<file path="src/rtl/assert_macros.svh">
// ---------------------------------------------------------------------------
// Assertion macros
// Shared concurrent assertion forms for the update session checker.
// ---------------------------------------------------------------------------
`ifndef ASSERT_MACROS_SVH
`define ASSERT_MACROS_SVH

`ifndef SYNTH
`define FUSC_ASSERT(name, clk, rst_n, prop, msg) \
    name: assert property (@(posedge clk) disable iff (!rst_n) (prop)) \
        else $error(msg);
`define FUSC_ASSERT_NEXT(name, clk, rst_n, ante, cons, msg) \
    name: assert property (@(posedge clk) disable iff (!rst_n) (ante) |=> (cons)) \
        else $error(msg);
`else
`define FUSC_ASSERT(name, clk, rst_n, prop, msg)
`define FUSC_ASSERT_NEXT(name, clk, rst_n, ante, cons, msg)
`endif

`endif

</file>
<file path="src/rtl/fusc_pkg.sv">
// ---------------------------------------------------------------------------
// Update session checker package
// Command and error codes, register layout and the records passed between
// the front end, the queue and the back end.
// ---------------------------------------------------------------------------
package fusc_pkg;

    typedef enum logic [2:0] {
        FUNC_HANDSHAKE = 3'd0,
        FUNC_HEADER    = 3'd1,
        FUNC_DATA      = 3'd2,
        FUNC_COMPLETE  = 3'd3,
        FUNC_INSTALL   = 3'd4,
        FUNC_ACTIVATE  = 3'd5,
        FUNC_QUERY     = 3'd6,
        FUNC_OTHER     = 3'd7
    } t_func;

    typedef enum logic [2:0] {
        ERR_OK       = 3'd0,
        ERR_SEQUENCE = 3'd1,
        ERR_SPACE    = 3'd2,
        ERR_VERIFY   = 3'd3,
        ERR_BUSY     = 3'd4
    } t_err;

    localparam int CFG_IDX_W  = 3;
    localparam int CFG_DATA_W = 32;

    localparam logic [CFG_IDX_W-1:0] CFG_HS_MIN     = 3'd0;
    localparam logic [CFG_IDX_W-1:0] CFG_BLK_MIN    = 3'd1;
    localparam logic [CFG_IDX_W-1:0] CFG_CMP_MIN    = 3'd2;
    localparam logic [CFG_IDX_W-1:0] CFG_MAX_PACKET = 3'd3;
    localparam logic [CFG_IDX_W-1:0] CFG_MTU        = 3'd4;
    localparam logic [CFG_IDX_W-1:0] CFG_FLASH_FREE = 3'd5;

    typedef struct packed {
        logic [7:0]  hs_min;
        logic [7:0]  blk_min;
        logic [7:0]  cmp_min;
        logic [15:0] max_packet;
        logic [15:0] mtu;
        logic [31:0] flash_free;
    } t_cfg;

    localparam t_cfg CFG_RESET = '{
        hs_min:     8'd20,
        blk_min:    8'd8,
        cmp_min:    8'd4,
        max_packet: 16'd256,
        mtu:        16'd512,
        flash_free: 32'(256 * 1024)
    };

    typedef struct packed {
        logic [7:0] major;
        logic [7:0] minor;
        logic [7:0] patch;
    } t_version;

    localparam t_version VER_RESET = '{major: 8'd1, minor: 8'd0, patch: 8'd0};

    typedef struct packed {
        t_func       func;
        t_version    ver;
        logic [31:0] image_size;
        logic [15:0] blk_timeout;
        logic [15:0] inst_timeout;
        logic [31:0] block_offset;
        logic [15:0] block_length;
        logic        len_short;
        logic [32:0] block_end;
        logic [31:0] claimed_size;
    } t_cmd;

    typedef struct packed {
        t_func       kind;
        t_err        err;
        logic [31:0] offset;
        logic [15:0] max_packet;
        logic [15:0] mtu;
        logic [31:0] flash_free;
        logic [15:0] blk_timeout;
        logic [15:0] inst_timeout;
        logic        est_time;
        t_version    cur;
    } t_resp;

endpackage

</file>
<file path="src/rtl/fusc_back.sv">
// ---------------------------------------------------------------------------
// Update session checker back end
// Holds the session state, executes one queued command per cycle unless the
// output is stalled and keeps the response in an output register.
// ---------------------------------------------------------------------------
`include "assert_macros.svh"

module fusc_back (
    input  logic               i_clk,
    input  logic               i_rst_n,
    input  fusc_pkg::t_cfg     i_cfg,
    input  logic               i_q_valid,
    input  fusc_pkg::t_cmd     i_cmd,
    output logic               o_pop,
    output logic               o_out_valid,
    input  logic               i_out_stall,
    output fusc_pkg::t_resp    o_resp
);

    fusc_pkg::t_version r_cur;
    fusc_pkg::t_version r_tgt;
    logic [31:0]        r_ann;
    logic [31:0]        r_rcv;
    logic               r_hs;
    logic               r_hdr;
    logic               r_done;
    logic               r_out_valid;
    fusc_pkg::t_resp    r_resp;

    fusc_pkg::t_version n_cur;
    fusc_pkg::t_version n_tgt;
    logic [31:0]        n_ann;
    logic [31:0]        n_rcv;
    logic               n_hs;
    logic               n_hdr;
    logic               n_done;
    fusc_pkg::t_resp    n_resp;
    logic               open;

    assign o_pop = i_q_valid && (!r_out_valid || !i_out_stall);
    assign open  = r_hs && r_hdr;

    always_comb begin
        n_cur       = r_cur;
        n_tgt       = r_tgt;
        n_ann       = r_ann;
        n_rcv       = r_rcv;
        n_hs        = r_hs;
        n_hdr       = r_hdr;
        n_done      = r_done;
        n_resp      = '0;
        n_resp.kind = i_cmd.func;
        n_resp.err  = fusc_pkg::ERR_OK;
        unique case (i_cmd.func)
            fusc_pkg::FUNC_HANDSHAKE: begin
                n_tgt               = i_cmd.ver;
                n_ann               = i_cmd.image_size;
                n_rcv               = '0;
                n_hs                = 1'b1;
                n_hdr               = 1'b0;
                n_done              = 1'b0;
                n_resp.max_packet   = i_cfg.max_packet;
                n_resp.mtu          = i_cfg.mtu;
                n_resp.flash_free   = i_cfg.flash_free;
                n_resp.blk_timeout  = i_cmd.blk_timeout;
                n_resp.inst_timeout = i_cmd.inst_timeout;
            end
            fusc_pkg::FUNC_HEADER: begin
                if (!r_hs) begin
                    n_resp.err = fusc_pkg::ERR_SEQUENCE;
                end else begin
                    n_hdr  = 1'b1;
                    n_done = 1'b0;
                end
            end
            fusc_pkg::FUNC_DATA: begin
                if (!open || i_cmd.len_short || i_cmd.block_offset != r_rcv) begin
                    n_resp.err = fusc_pkg::ERR_SEQUENCE;
                end else if (i_cmd.block_end > {1'b0, r_ann}) begin
                    n_resp.err = fusc_pkg::ERR_SPACE;
                end else begin
                    n_rcv = r_rcv + 32'(i_cmd.block_length);
                end
                n_resp.offset = n_rcv;
            end
            fusc_pkg::FUNC_COMPLETE: begin
                if (!open || i_cmd.claimed_size != r_ann || r_rcv != r_ann) begin
                    n_resp.err = fusc_pkg::ERR_VERIFY;
                end else begin
                    n_done = 1'b1;
                end
            end
            fusc_pkg::FUNC_INSTALL: begin
                if (!r_done) begin
                    n_resp.err = fusc_pkg::ERR_BUSY;
                end else begin
                    n_resp.est_time = 1'b1;
                    n_cur           = r_tgt;
                end
            end
            fusc_pkg::FUNC_ACTIVATE, fusc_pkg::FUNC_QUERY: begin
                n_resp.cur = r_cur;
            end
            default: begin
                n_resp.kind = i_cmd.func;
            end
        endcase
    end

    always_ff @(posedge i_clk) begin
        if (!i_rst_n) begin
            r_cur       <= fusc_pkg::VER_RESET;
            r_tgt       <= fusc_pkg::VER_RESET;
            r_ann       <= '0;
            r_rcv       <= '0;
            r_hs        <= 1'b0;
            r_hdr       <= 1'b0;
            r_done      <= 1'b0;
            r_out_valid <= 1'b0;
        end else begin
            if (o_pop) begin
                r_cur  <= n_cur;
                r_tgt  <= n_tgt;
                r_ann  <= n_ann;
                r_rcv  <= n_rcv;
                r_hs   <= n_hs;
                r_hdr  <= n_hdr;
                r_done <= n_done;
            end
            if (o_pop) begin
                r_out_valid <= 1'b1;
            end else if (!i_out_stall) begin
                r_out_valid <= 1'b0;
            end
        end
    end

    always_ff @(posedge i_clk) begin
        if (o_pop) begin
            r_resp <= n_resp;
        end
    end

    assign o_out_valid = r_out_valid;
    assign o_resp      = r_resp;

    `FUSC_ASSERT(a_count_in_size, i_clk, i_rst_n, r_rcv <= r_ann, "received count beyond announced size")
    `FUSC_ASSERT(a_session_order, i_clk, i_rst_n, (!r_hdr || r_hs) && (!r_done || open), "session flags out of order")
    `FUSC_ASSERT_NEXT(a_install_copies, i_clk, i_rst_n, o_pop && i_cmd.func == fusc_pkg::FUNC_INSTALL && r_done, r_cur == $past(r_tgt) && o_out_valid && o_resp.est_time, "install did not take the target version")

endmodule
</file>
<file path="config.mk">
export PLATFORM = sky130hd
export DESIGN_NAME = fusc_back
export DESIGN_NICKNAME = d
export VERILOG_FILES = /design/src/rtl/fusc_pkg.sv /design/src/rtl/fusc_back.sv
export VERILOG_INCLUDE_DIRS = /design/src /design/src/rtl
export SDC_FILE = /design/constraint.sdc
export NUM_CORES = 1
export LEC_CHECK = 0
export ABC_CLOCK_PERIOD_IN_PS = 29900
export BUFFER_PORTS_ARGS = -buffer_cell sky130_fd_sc_hd__buf_4
export CORE_AREA = 2 2 179 181
export DETAILED_ROUTE_END_ITERATION = 8
export DIE_AREA = 0 0 181 183
export PLACE_DENSITY = 0.81
export SYNTH_ARGS = -nofsm -noshare
export SYNTH_HDL_FRONTEND = slang
export SYNTH_SLANG_ARGS = --single-unit
</file>
<file path="constraint.sdc">
create_clock -name i_clk -period 29.9 [get_ports i_clk]
set_clock_uncertainty 0.1 [all_clocks]
set_input_delay 1.495 -clock i_clk [delete_from_list [all_inputs] [get_ports i_clk]]
set_output_delay 1.495 -clock i_clk [all_outputs]
set_load 0.01 [all_outputs]
</file>
* After elaboration in Yosys (flattened, before gate mapping)
Cells that the tools add are included.
** Word-level totals
- Bits in registers :: 275
- Input bits :: 297
- Output and inout port bits :: 161
** Cells by class
- Add/sub/neg operators :: 1
- Magnitude comparators :: 1
- Equality and inequality tests :: 12
- Muxes and demuxes :: 17
- Reduce and logical (&&, ||, !) cells :: 20
** Operator list (count)
- $ne 32x32->1 :: 3
- $mux 32 :: 2
- $pmux 32 s2 :: 1
- $gt 33x32->1 :: 1
- $add 32x16->32 :: 1
- $pmux 3 s4 :: 1
- $eq 3x3->1 const B :: 3
- $mux 1 :: 7
- $eq 3x2->1 const B :: 2
- $mux 3 :: 2
- $ne 2x2->1 const B :: 3
- $reduce_and 3->1 :: 2
- $logic_or 1x1->1 :: 5
- $mux 2 :: 2
- $reduce_and 2->1 :: 2
- $reduce_and 4->1 :: 1
- $reduce_bool 2->1 :: 2
- $eq 3x1->1 const B :: 1
- $logic_not 1->1 :: 3
- $logic_not 3->1 :: 1
- $pmux 1 s3 :: 1
- $reduce_bool 3->1 :: 1
- $logic_and 1x1->1 :: 2
- $pmux 1 s2 :: 1
- $reduce_or 2->1 :: 1

* Longest topological paths before layout
- Word-level depth :: 6
- Gate-level depth with buffers :: 11
- Mapped depth without buffers :: 10

* Worst setup path before layout
Ideal clock, no wire load.
- Path kind :: input -> register
- Start point :: input port i_q_valid
- End point :: register r_rcv[1]
- Library setup time :: 0.059 ns
- Data arrival time :: 11.663 ns
- Required time :: 29.741 ns
- Slack :: 18.078 ns
- Cell stages on the path :: 9
- Cells stage by stage :: a21boi_1 -> nand2b_1 -> or2_1 -> clkbuf_1 -> nor2_1 -> nand2_1 -> nor2_4 -> buf_2 -> a22o_1
** Between the ends
- Word-level cells in the longest chain between the ends :: 2
** Ends and longest elaborated chain
- start: declaration :: RTL line fusc_back.sv:12 : input logic i_q_valid,
- $logic_and 1x1->1 :: RTL line fusc_back.sv:40 : assign o_pop = i_q_valid && (!r_out_valid || !i_out_stall);
- $reduce_and 2->1 (no line)
- end signal: assignment :: RTL line fusc_back.sv:125 : r_rcv <= n_rcv;
- end: declaration :: RTL line fusc_back.sv:23 : logic [31:0] r_rcv;
No other way between the ends.
A chain may end at the register's enable or synchronous reset.

* Worst setup path in the final report
- Start point :: input port i_cmd[38] (netlist bit)
- End point :: register r_rcv[3]
** Between the ends
- Word-level cells in the longest chain between the ends :: 4
** Ends and longest elaborated chain
- start: declaration :: RTL line fusc_back.sv:13 : input fusc_pkg::t_cmd i_cmd,
- $gt 33x32->1 :: RTL line fusc_back.sv:79 : end else if (i_cmd.block_end > {1'b0, r_ann}) begin
- $mux 32 :: RTL line fusc_back.sv:79
- $mux 32 :: RTL line fusc_back.sv:77 : if (!open || i_cmd.len_short || i_cmd.block_offset != r_rcv) begin
- $pmux 32 s2 :: RTL line fusc_back.sv:54 : unique case (i_cmd.func)
No other way between the ends.

==> impl_results.md <==
* Wire length after detailed routing at 44000 um
* Number of distinct library cell variants in the gate-level netlist after synthesis at 66
* Switching Share at between 20% and 30%
* End point of the most critical hold path: r_cur[20]
* Global-route wire length before repair at 65000 um
* Tightest Hold Check Type: register to register
* Hold violation count in the final report at 0
* Critical Path End Type: register
* Ordered list of cells on the worst path: buf_4 -> ha_1 -> a21o_1 -> a21o_1 -> a221oi_1 -> o221ai_1 -> o21ai_0 -> nand2_1 -> nor2_4 -> a22o_1
* Cell repeated most along the worst path: a21o_1
* TritonCTS clock tree: done
* Number of detailed-routing iterations run before antenna repair at 5
* Max-capacitance violation count at 0
* Cells resized by post-CTS repair at 0
* Required time at the worst-slack endpoint at ~30 ns
* Syn-to-layout area delta at 33.7%
* Critical Path Start Type: primary input
* Final design area excluding fillers at about 0.018 mm^2
* Count of clock tree sinks at 275
* Sequential-to-total area share from yosys stat at a little over half
* Pint at about 0.68 mW
* Crit path DAT at 4.81 ns
* Worst path bufs/invs at 1
* Total number of vias at around 11k
* Hpwl dp at 33200 um
* Starting density of the core at between 40% and 50%
* Number of nets produced by synthesis at around 1.7k
* Via density at between 5 and 6
* Most common flop cell mapped by yosys: edfxtp_1
* Pin count of the biggest net entering global routing at 162
* Number of buffers inserted during clock tree synthesis at 30
* Launch instance of the worst register-to-register path: r_ann[6]
* Worst setup path class: primary input to register
* Leakage component of the power at about 7.3 nW
* Vias in the first global route at about 11k
* Commonest cells after routing, fill and taps aside: buf_4, nand2_1, edfxtp_1
* 1st-iter DRT viols at 872
* Wirelength per Cell at 20.6 um
* Worst path top cell family by delay: compound AO/OA/AOI/OAI gates
* Result of the run: complete, no violations
* Most common cell after layout, fill and taps aside: buf_4
* Max_slew headroom at between 10% and 20%
* Achievable clock frequency at around 0.23 GHz
* Final global-route overflow total at 0
* Fraction of registers with async set or reset after synthesis at 0%
* Power density relative to cell area at 49.5 mW/mm^2
* Part of the total power dissipated in the clock network at approximately two fifths
* Layout Nets at 2052
* Clock buffer depth at 3
* Die X at 181 um
* Antenna violations before repair at 1
* Post-cts hold buffer count at 0
* Slowest Stage Delay on Critical Path at 0.71 ns
* Highest-delay cell along the critical path: o21ai_0
* Number of cells traversed by the worst register-to-register path at 10
* Die Footprint at 0.0331 mm^2
* Worst voltage drop across the vdd grid at 0.0000523 V
* Fraction of layout instances using a drive strength above 1 at a little under 30%
* Yosys warnings at 0
* Number of enable flip-flop cells after synthesis at 159
* Post-synthesis register bit count at 275
* Number of top-level design ports at ~460
* Worst-Margin Slew at roughly 1.2 ns
* Die Span Y at 183 um
* Clock Pin Slew Worst Setup and Hold Paths at roughly 0.060 ns
* Syn avg cell area at ~10 um^2
* Reg power frac at 47.4%
* RSZ-0062 raised after global routing: false
* Number of cells on the worst hold path at 2
* Shortest period the worst path allows at approximately 4.4 ns
* DRC errors left at 0
* Max-slew violations at 0
* Final setup violation count at 0
* Clk Latency, worst-skew pair at around 0.55 ns
* Port buffer count at about 430
* Number of routed nets with antenna violations at 0
* CTS H-tree lvls at 1
* Floorplan row count at 65
* Last weighted congestion value of the routability-driven placer at ~1
* Total track usage at approximately a quarter
* Post-CTS repair timing setup buffer count at 0
* Summed instance area of the synthesized netlist at around 0.013 mm^2
* Count of mapped cells out of synthesis at about 1.3k
* Hold Crit Start: r_cur[20]
* Post-place instance area at approximately 0.017 mm^2
* Root Buffer: clkbuf_16
* Register-to-register setup slack at 26.00 ns
* Crit share post-route at between 10% and 20%
* Highest net fanout along the worst path at 16
* Final-layout setup total negative slack at 0 ns
* Core ar. at 0.0312 mm^2
* Switching component of the power at 0.209 mW
* Terminus of the critical flop-to-flop path: r_rcv[3]
* Share of power burned in combinational logic at roughly 11%
sequential cells by signal, indices dropped and copies added, names as in the netlist:
name	cells
o_out_valid	1
o_resp	159
r_ann	32
r_cur	24
r_done	1
r_hdr	1
r_hs	1
r_rcv	32
r_tgt	24
worst max path at each step:
| stage | endpoint | cells past startpoint | slack (ns) | start |
|---|---|---|---|---|
| 3_5_place_dp | r_rcv[10] | 10 | 24.90 | i_cmd[38] |
| 5_1_grt | r_rcv[11] | 10 | 25.30 | i_cmd[38] |
| 2_1_floorplan | r_rcv[1] | 9 | 18.08 | i_q_valid |
| 4_1_cts | r_rcv[1] | 10 | 25.47 | i_cmd[38] |
| 6_report | r_rcv[3] | 10 | 25.47 | i_cmd[38] |
| 3_3_place_gp | r_rcv[4] | 10 | 24.91 | i_cmd[38] |
Yosys cell counts (all sizes together) (3+ instances only):
library cell	number	share of area (%)
nor2	50	1.5
a21oi	43	1.6
o211ai	15	0.84
nor4	10	0.58
or3	7	0.33
and2	101	4.7
nand3b	11	0.62
a221oi	3	0.33
buf	14	0.61
a31oi	3	0.14
a21boi	80	4.5
o22ai	5	0.23
nand3	47	1.8
nand4	38	1.9
clkbuf	64	1.8
nor2b	4	0.19
a211oi	4	0.22
a22o	18	1.2
ha	48	4.5
a21o	8	0.45
nand4b	3	0.20
inv	41	1.1
nor3	17	0.67
o21ai	18	0.67
xor2	39	2.6
a211o	4	0.26
edfxtp	159	36
and3	41	1.9
nand2	215	6.0
xnor2	52	3.4
dfxtp	116	17
nand2b	5	0.23
worst register-to-register path: stages (launching register included):
cell and delay [ns]:
dfxtp_1 0.46, inv_1 0.08, ha_1 0.30, a21o_1 0.18, a21o_1 0.17, a221oi_1 0.30, o221ai_1 0.28, o21ai_0 0.71
nand2_1 0.54, nor2_4 0.52, a22o_1 0.20
power groups by stage:
stage,logic (mW),registers [mW],clock network [mW]
2_1_floorplan,0.0315,0.437,0
3_3_place_gp,0.0983,0.428,0
3_5_place_dp,0.0989,0.428,0
4_1_cts,0.0994,0.420,0.376
5_1_grt,0.106,0.421,0.392
6_report,0.0990,0.420,0.367
layout make-up:
class                      count  area, um^2
inverter                      41         154
multi-input combinational    918        5850
fill                        2700       13300
clock inverter                13         125
tap                          402         503
sequential                   275        7100
timing repair buffer         440        3320
clock buffer                  43         870
antenna                        1        2.50
through the flow:
stage / cells / worst slack (ns) / hold slack (ns) / total power, mW / util (%)
3_5_place_dp: 2076 / 24.90 / 0.352 / 0.527 / 54.2
3_3_place_gp: 2076 / 24.91 / 0.344 / 0.526 / 54.2
5_1_grt: 2132 / 25.30 / 0.375 / 0.919 / 57.3
4_1_cts: 2132 / 25.47 / 0.360 / 0.895 / 57.3
6_report: 2133 / 25.47 / 0.359 / 0.886 / 57.4
2_1_floorplan: 1312 / 18.08 / 0.332 / 0.469 / -
layer usage:
layer	part of all wire (%)	up-vias	global-route usage [%]	wire length, um
met1	40	5431	32.1	17600
li1	-	5418	-	-
met4	2.8	2	7.02	1220
met3	8.0	83	4.96	3530
met5	0.036	-	0	16
met2	49	507	45.3	21700
cell families after synthesis:
logic type / after synthesis / synth area share [%]
flops: 275 / 53.0
mux: 2 / 0.149
xor+xnor: 91 / 5.95
simple gates: 558 / 21.2
compound gates: 218 / 11.6
fa+ha+maj: 49 / 4.63
buf+inv: 119 / 3.55
(Power assumes the default switching activity.)
